### src/rtl/chc_pkg.sv
`timescale 1ns / 1ps
// Shared types and codes for the chained hash counter.
// No dependencies; imported by every module of the block.
package chc_pkg;

  localparam int HASH_W    = 32;
  localparam int KEY_W     = 64;
  localparam int CNT_W     = 32;
  localparam int CFG_W     = 7;
  localparam int KEY_WORDS_MAX = 8;
  localparam int DIV_BITS  = 4;   // remainder bits retired per cycle

  localparam logic [1:0] REQ_ADD  = 2'd0;
  localparam logic [1:0] REQ_DEL  = 2'd1;
  localparam logic [1:0] REQ_FIND = 2'd2;

  localparam logic [1:0] ST_OK   = 2'd0;
  localparam logic [1:0] ST_MISS = 2'd1;
  localparam logic [1:0] ST_FULL = 2'd2;

  localparam logic [CFG_W-1:0] BUCKET_COUNT_RST = 7'd64;

  typedef struct packed {
    logic [1:0]        req_type;
    logic [HASH_W-1:0] key_hash;
    logic [KEY_W-1:0]  key_word0;
    logic [KEY_W-1:0]  key_word1;
    logic [KEY_W-1:0]  key_word2;
    logic [KEY_W-1:0]  key_word3;
    logic [KEY_W-1:0]  key_word4;
    logic [KEY_W-1:0]  key_word5;
    logic [KEY_W-1:0]  key_word6;
    logic [KEY_W-1:0]  key_word7;
  } req_t;

  typedef struct packed {
    logic [1:0]       status;
    logic [CNT_W-1:0] count;
  } resp_t;

  typedef struct packed {
    logic load_req;
    logic div_step;
    logic bkt_rd;
    logic walk_chk;
    logic walk_adv;
    logic walk_hit;
    logic add_hit;
    logic ins_rd;
    logic ins_w1;
    logic ins_w2;
    logic del_w1;
    logic del_w2;
    logic set_res;
    logic out_load;
    logic clr_step;
  } cmd_t;

  typedef struct packed {
    logic clr_done;
    logic div_done;
    logic walk_end;
    logic key_match;
    logic op_add;
    logic op_del;
    logic hit;
    logic full;
    logic out_free;
  } sts_t;

endpackage

### src/rtl/chc_ctl.sv
`timescale 1ns / 1ps
// Sequencer of the chained hash counter: clear pass, modulo, chain walk, update.
// Depends on chc_pkg; drives the datapath chc_dp through cmd_t, reads sts_t.
module chc_ctl (
  input  logic          clk,
  input  logic          rst_n,
  input  logic          in_valid,
  output logic          in_stall,
  output chc_pkg::cmd_t cmd,
  input  chc_pkg::sts_t sts
);
  import chc_pkg::*;

  typedef enum logic [3:0] {
    S_CLEAR, S_IDLE, S_DIV, S_BKT, S_WALK, S_CMP, S_OPER,
    S_INS1, S_INS2, S_DEL2, S_RESP
  } state_t;

  state_t state_r, state_nxt;

  always_comb begin
    cmd       = '0;
    state_nxt = state_r;
    unique case (state_r)
      S_CLEAR: begin
        cmd.clr_step = 1'b1;
        if (sts.clr_done) state_nxt = S_IDLE;
      end
      S_IDLE: begin
        if (in_valid) begin
          cmd.load_req = 1'b1;
          state_nxt    = S_DIV;
        end
      end
      S_DIV: begin
        if (sts.div_done) state_nxt = S_BKT;
        else cmd.div_step = 1'b1;
      end
      S_BKT: begin
        cmd.bkt_rd = 1'b1;
        state_nxt  = S_WALK;
      end
      S_WALK: begin
        cmd.walk_chk = 1'b1;
        state_nxt    = sts.walk_end ? S_OPER : S_CMP;
      end
      S_CMP: begin
        if (sts.key_match) begin
          cmd.walk_hit = 1'b1;
          state_nxt    = S_OPER;
        end else begin
          cmd.walk_adv = 1'b1;
          state_nxt    = S_WALK;
        end
      end
      S_OPER: begin
        cmd.set_res = 1'b1;
        priority if (sts.op_add && sts.hit) begin
          cmd.add_hit = 1'b1;
          state_nxt   = S_RESP;
        end else if (sts.op_add && !sts.full) begin
          cmd.ins_rd = 1'b1;
          state_nxt  = S_INS1;
        end else if (sts.op_del && sts.hit) begin
          cmd.del_w1 = 1'b1;
          state_nxt  = S_DEL2;
        end else begin
          state_nxt = S_RESP;
        end
      end
      S_INS1: begin
        cmd.ins_w1 = 1'b1;
        state_nxt  = S_INS2;
      end
      S_INS2: begin
        cmd.ins_w2 = 1'b1;
        state_nxt  = S_RESP;
      end
      S_DEL2: begin
        cmd.del_w2 = 1'b1;
        state_nxt  = S_RESP;
      end
      S_RESP: begin
        if (sts.out_free) begin
          cmd.out_load = 1'b1;
          state_nxt    = S_IDLE;
        end
      end
      default: state_nxt = S_CLEAR;
    endcase
  end

  always_ff @(posedge clk) begin
    if (!rst_n) begin
      state_r <= S_CLEAR;
    end else begin
      state_r <= state_nxt;
    end
  end

  assign in_stall = (state_r != S_IDLE);

endmodule

### config.mk
export PLATFORM = sky130hd
export DESIGN_NAME = chc_ctl
export DESIGN_NICKNAME = d
export VERILOG_FILES = /design/src/rtl/chc_pkg.sv /design/src/rtl/chc_ctl.sv
export SDC_FILE = /design/constraint.sdc
export NUM_CORES = 1
export LEC_CHECK = 0
export BUFFER_PORTS_ARGS = -buffer_cell sky130_fd_sc_hd__buf_4
export CORE_MARGIN = 2
export CORE_UTILIZATION = 37
export DETAILED_ROUTE_END_ITERATION = 6
export PLACE_DENSITY_LB_ADDON = 0.12
export SLEW_MARGIN = 20
export SYNTH_ARGS = -nofsm -noshare
export SYNTH_HDL_FRONTEND = slang
export SYNTH_SLANG_ARGS = --single-unit
### constraint.sdc
create_clock -name clk -period 1.4 [get_ports clk]
set_clock_uncertainty 0.1 [all_clocks]
set_input_delay 0 -clock clk [delete_from_list [all_inputs] [get_ports clk]]
set_output_delay 0 -clock clk [all_outputs]
set_load 0.01 [all_outputs]
==> qor.yml, run 1 <==
power_and_ir_drop:
  ir_drop_mv: 0.694
  power_density_nw_per_um2: 1170
  leakagePower_nw: 0.444
  fin_total_pwr_mw: 1.12
logic_synthesis:
  synth_nets: 81
  yosysMostFrequentCell: "nor2_1"
  synth_area_um2: 492
  yosys_warnings: 0
  synth_area_leaders: "dfxtp_1, nor2_1, and3_1"
  synth_ff_type: "dfxtp_1"
  postSynthCellCount: 69
  synthDistinctLibCells: 36
  yosysSeqAreaShare: 0.163
  ys_ff_latch: 4
  synth_top_area_share: 0.163
  synth-edff-count: 0
  avgSynthCellArea_um2: 7.13
  yosys.area.top_type: "dfxtp_1"
  synth_commonest_cells: "nor2_1, and3_1, dfxtp_1, nand2_1"
  async_flop_share: 0
global_routing:
  overflow: 0
  grt_pass1_vias: 614
  use_met1: 0.294
  grtUsageTotal: 0.249
  use_met3: 0.0611
  antenna_found_initial: 0
  grt_pass1_wl_um: 2640
  busiest_layer: "met2"
  grtUsageMet2: 0.429
  grt_max_degree: 9
cells_and_area:
  regMostFlops: "state_r"
  largest_reg_flops: 4
  n_antenna_cell: 0
  largest_registers: "state_r: 4 flops"
  drive_above_1_share: 0.568
  layout.nets: 125
  synthToLayoutAreaGrowth_pct: 94.4
  final_area_um2: 956
  instances_no_fill: 126
  fin_util: 0.753
detailed_routing:
  num_vias: 700
  ant_nets: 0
  drc_errors: 0
  wl_per_cell_um: 15.6
  drt_pass1_iterations: 4
  first_iter_violations: 16
  routed_wl_um: 1970
  routed_via_density: 5.56
placement:
  gp_congestion: 0.846
  dp.cells: 119
  dp_hpwl_um: 1240
  place_area_um2: 779
  numPortBuffers: 27
  place_ws_ns: 0.0322
timing:
  finalSetupViolCount: 0
  hold_viol: 0
  worst_pin_slew_ns: 0.293
  drv_slew: 0
  slew_headroom: 0.805
  finalSetupTns_ns: 0
  fin_crit_ns: 1.40
  fin_ws_ns: 0.00456
  finalCritPeriodShare: 0.997
  whs_ns: 0.0254
  rsz0062_at_grt: "true"
  max_freq_mhz: 717
outcome:
  status: "completed"
critical_path:
  worstPathMaxFanout: 8
  cp-start-kind: "flip-flop"
  endpoint_kind: "flip-flop"
  crit_type: "flip-flop to flip-flop"
  worst-endpoint-arrival_ns: 1.48
  cp_data_required_time_ns: 1.48
clocking:
  cts_buffers: 3
  clk_latency_ns: 0.25
  cts_sinks: 4
  ctsRootBufferMaster: "clkbuf_4"
  clk_pin_slew_ns: 0.04
  cts_max_level: 1
  tritoncts: "yes"
  cts_buffer_depth: 2
floorplan:
  dieArea_um2: 1640
  dieHeight_um: 40.5
  io_pins: 28
  rows: 13
  initial_core_util: 0.388
  fp.dieW_um: 40.5
  core-area_um2: 1270
worst_hold_path:
  min_path_type: "input pin to flip-flop"
flow_run:
  maxCapViolCount: 0
## logic make-up (layout without fill, tap and decap cells)
logic type | Yosys count | after routing | share of synthesized area
mux | 2 | 2 | 0.0433
flops | 4 | 4 | 0.163
buf+inv | 9 | 51 | 0.102
simple gates | 40 | 40 | 0.476
compound gates | 14 | 14 | 0.216
## path summary, 6_finish.rpt
path	slack, ns	cells past startpoint	end	start
worst max-delay path	0.005	6	state_r[0]$_SDFFE_PN0P_	state_r[2]$_SDFFE_PN0P_
worst min-delay path	0.03	3	state_r[0]$_SDFFE_PN0P_	in_valid
worst max register to register	0.005	6	state_r[0]$_SDFFE_PN0P_	state_r[2]$_SDFFE_PN0P_
worst min register to register	0.54	2	state_r[2]$_SDFFE_PN0P_	state_r[3]$_SDFFE_PN0P_
## worst max-delay path: stages (launching register included)
cell     delay (ns)
dfxtp_2        0.32
buf_6          0.12
buf_6          0.12
a21o_1         0.16
a22o_1         0.22
o22ai_1        0.12
and3_1         0.17
## power breakdown
| group | total [mW] | switching, mW | internal (mW) |
|---|---|---|---|
| clock network | 0.155 | 0.0579 | 0.0966 |
| registers | 0.191 | 0.0441 | 0.147 |
| logic | 0.769 | 0.366 | 0.403 |
| total | 1.11 | 0.468 | 0.647 |
## placed cells by master (no fill, tap or decap), drive strengths merged, types with 3 or more instances in the layout
master,instances
nand2,4
dfxtp,4
inv,3
nor2,12
clkbuf,3
buf,44
and3,5
## final cells by class
class	instances	area, um2
Tap cell	15	18.8
Clock buffer	3	22.5
Multi-Input combinational cell	56	448
Inverter	3	11.3
Timing Repair Buffer	45	363
Fill cell	98	313
Sequential cell	4	92.6
## timing repair
item / 4_1_cts / 5_1_grt
endpoints found under the setup margin: 9 / 11
resized for setup: 16 / 12
buffers inserted: 4 / 0
hold buffers: 1 / 0
pin swaps: 4 / 12
endpoints found under the hold margin: 3 / 0
gates cloned: 0 / 0
## per-layer routing
layer / up-vias / part of all wire
met5: - / 0
met4: 0 / 0.0046
met3: 2 / 0.057
met2: 27 / 0.54
met1: 333 / 0.40
li1: 338 / -
Power figures use the tool's default switching activity.
==> inputs of run 2 (changes only) <==
Settings changed: CORE_AREA set to 2 2 39 41, CORE_MARGIN 2 to unset, CORE_UTILIZATION 37 to unset, CTS_BUF_LIST set to sky130_fd_sc_hd__clkbuf_4, DIE_AREA set to 0 0 41 43.
==> run 2 against run 1 <==
Hold slack about the same. Register-to-register slack better by 0.05 ns. Non-clock buffer count down 3. Count of clock-buffer cells in the layout unchanged. Critical path depth unchanged. Sequential cell count unchanged. Critical path type is now flip-flop to output pin. Largest cell class unchanged. Largest power group unchanged.
==> qor.yml, run 2 (same netlist as run 1, synthesis figures left out) <==
power_and_ir_drop:
  power.share.combinational: 0.698
  power_density_nw_per_um2: 1150
  switchingPower_mw: 0.449
  p_int_mw: 0.680
  p_clk_frac: 0.131
  fin_total_pwr_mw: 1.13
  seqPwrFrac: 0.171
  swShare: 0.398
  leakagePower_nw: 0.438
  ir_drop_mv: 0.623
worst_hold_path:
  min_path_cells: 3
  min_from: "in_valid"
  hold_path_end: "state_r[0]$_SDFFE_PN0P_"
  min_path_type: "input pin to flip-flop"
critical_path:
  worst-endpoint-arrival_ns: 1.27
  crit_type: "flip-flop to output pin"
  worstPathMaxFanout: 6
  reg2reg_to: "state_r[0]$_SDFFE_PN0P_"
  rrSetupSlack_ns: 0.05
  cp_data_required_time_ns: 1.30
  endpoint_kind: "output pin"
  reg2regPathDepth: 6
  r2r-start: "state_r[1]$_SDFFE_PN0P_"
  cp-start-kind: "flip-flop"
timing:
  fin_crit_ns: 1.37
  max_freq_mhz: 728
  rsz0062_at_grt: "true"
  worst_pin_slew_ns: 0.297
  finalSetupTns_ns: 0
  finalSetupViolCount: 0
  finalCritPeriodShare: 0.981
  hold_viol: 0
  whs_ns: 0.0253
  drv_slew: 0
  slew_headroom: 0.802
cells_and_area:
  final_common_cell: "buf_4"
  largest_reg_flops: 4
  n_antenna_cell: 0
  fin_util: 0.709
  layout.nets: 122
  final_cell_mix: "buf_4, nor2_1, buf_6, and3_1, nand2_1"
  synthToLayoutAreaGrowth_pct: 99.5
  regMostFlops: "state_r"
  fillerInstances: 117
  drive_above_1_share: 0.565
  largest_registers: "state_r: 4 flops"
floorplan:
  fp.dieW_um: 41
  dieHeight_um: 43
  core-area_um2: 1380
  initial_core_util: 0.355
  dieArea_um2: 1760
  rows: 14
  io_pins: 28
detailed_routing:
  wl_met1_um: 713
  routed_via_density: 5.31
  ant_nets: 0
  wl_per_cell_um: 13.4
  num_vias: 658
  first_iter_violations: 6
  wl_met3_um: 84
  drc_errors: 0
  top_layer: "met3"
  routed_wl_um: 1660
  wl_met2_um: 861
  drt_pass1_iterations: 4
global_routing:
  grtUsageTotal: 0.208
  grt_pass1_wl_um: 2550
  grt_pass1_vias: 598
  antenna_found_initial: 0
  overflow: 0
  grt_max_degree: 18
flow_run:
  maxCapViolCount: 0
clocking:
  clk_latency_ns: 0.24
  tritoncts: "yes"
  cts_buffers: 3
  ctsRootBufferMaster: "clkbuf_4"
  cts_sinks: 4
  cts_buffer_depth: 2
  cts_max_level: 1
  clk_pin_slew_ns: 0.04
outcome:
  status: "completed"
placement:
  dp_hpwl_um: 1220
  numPortBuffers: 27
  gp_congestion: 0.772
==> run 2: cell type report <==
class / instances / area (um2) / area share
inverter: 3 / 11.3 / 0.0115
timing repair buffer: 42 / 384 / 0.392
sequential: 4 / 88.8 / 0.0906
clock buffer: 3 / 22.5 / 0.0230
multi-input combinational: 56 / 454 / 0.463
tap: 16 / 20.0 / 0.0204
==> run 2: how the worst max path moves through the flow <==
stage / start / end / slack [ns] / depth (start not counted)
final: state_r[1]$_SDFFE_PN0P_ / cmd[1] / 0.03 / 6
after global routing: state_r[1]$_SDFFE_PN0P_ / state_r[0]$_SDFFE_PN0P_ / -0.02 / 5
after floorplan: state_r[2]$_SDFFE_PN0P_ / state_r[0]$_SDFFE_PN0P_ / 0.03 / 5
after global placement: state_r[2]$_SDFFE_PN0P_ / state_r[0]$_SDFFE_PN0P_ / -0.004 / 4
after CTS: state_r[1]$_SDFFE_PN0P_ / cmd[1] / 0.008 / 6
after detailed placement: state_r[1]$_SDFFE_PN0P_ / state_r[0]$_SDFFE_PN0P_ / 0.001 / 4
==> run 2: routing by layer <==
layer  GRT usage  up-vias
li1            -      332
met1       0.253      307
met2       0.350       19
met3      0.0681        0
met4      0.0200        0
met5           0        -
==> run 2: timing repair <==
| action | CTS | global route |
|---|---|---|
| buffers inserted | 2 | 0 |
| setup endpoints to repair | 13 | 7 |
| hold buffers | 1 | 0 |
| gates resized for setup | 19 | 14 |
| pin swaps | 2 | 4 |
| endpoints found under the hold margin | 3 | 0 |
==> run 2: power by group through the flow <==
stage / Sequential (mW) / Clock (mW) / Combinational (mW)
after global routing: 0.198 / 0.164 / 0.843
after floorplan: 0.158 / 0 / 0.345
after CTS: 0.186 / 0.152 / 0.697
after detailed placement: 0.178 / 0 / 0.627
final: 0.193 / 0.147 / 0.788
after global placement: 0.176 / 0 / 0.625
==> run 2: stage by stage <==
step / setup WS (ns) / cells / area, um2
after floorplan: 0.0304 / 69 / 492
after global placement: -0.00437 / 121 / 813
after detailed placement: 0.00146 / 121 / 813
after CTS: 0.00801 / 124 / 918
after global routing: -0.0161 / 124 / 981
final: 0.0271 / 124 / 981
==> run 2: critical path: stages, from the launching register on <==
cell and delay, ns:
dfxtp_4 0.36, buf_12 0.11, inv_2 0.05, buf_6 0.12
nor2_4 0.09, and4b_1 0.21, buf_6 0.10
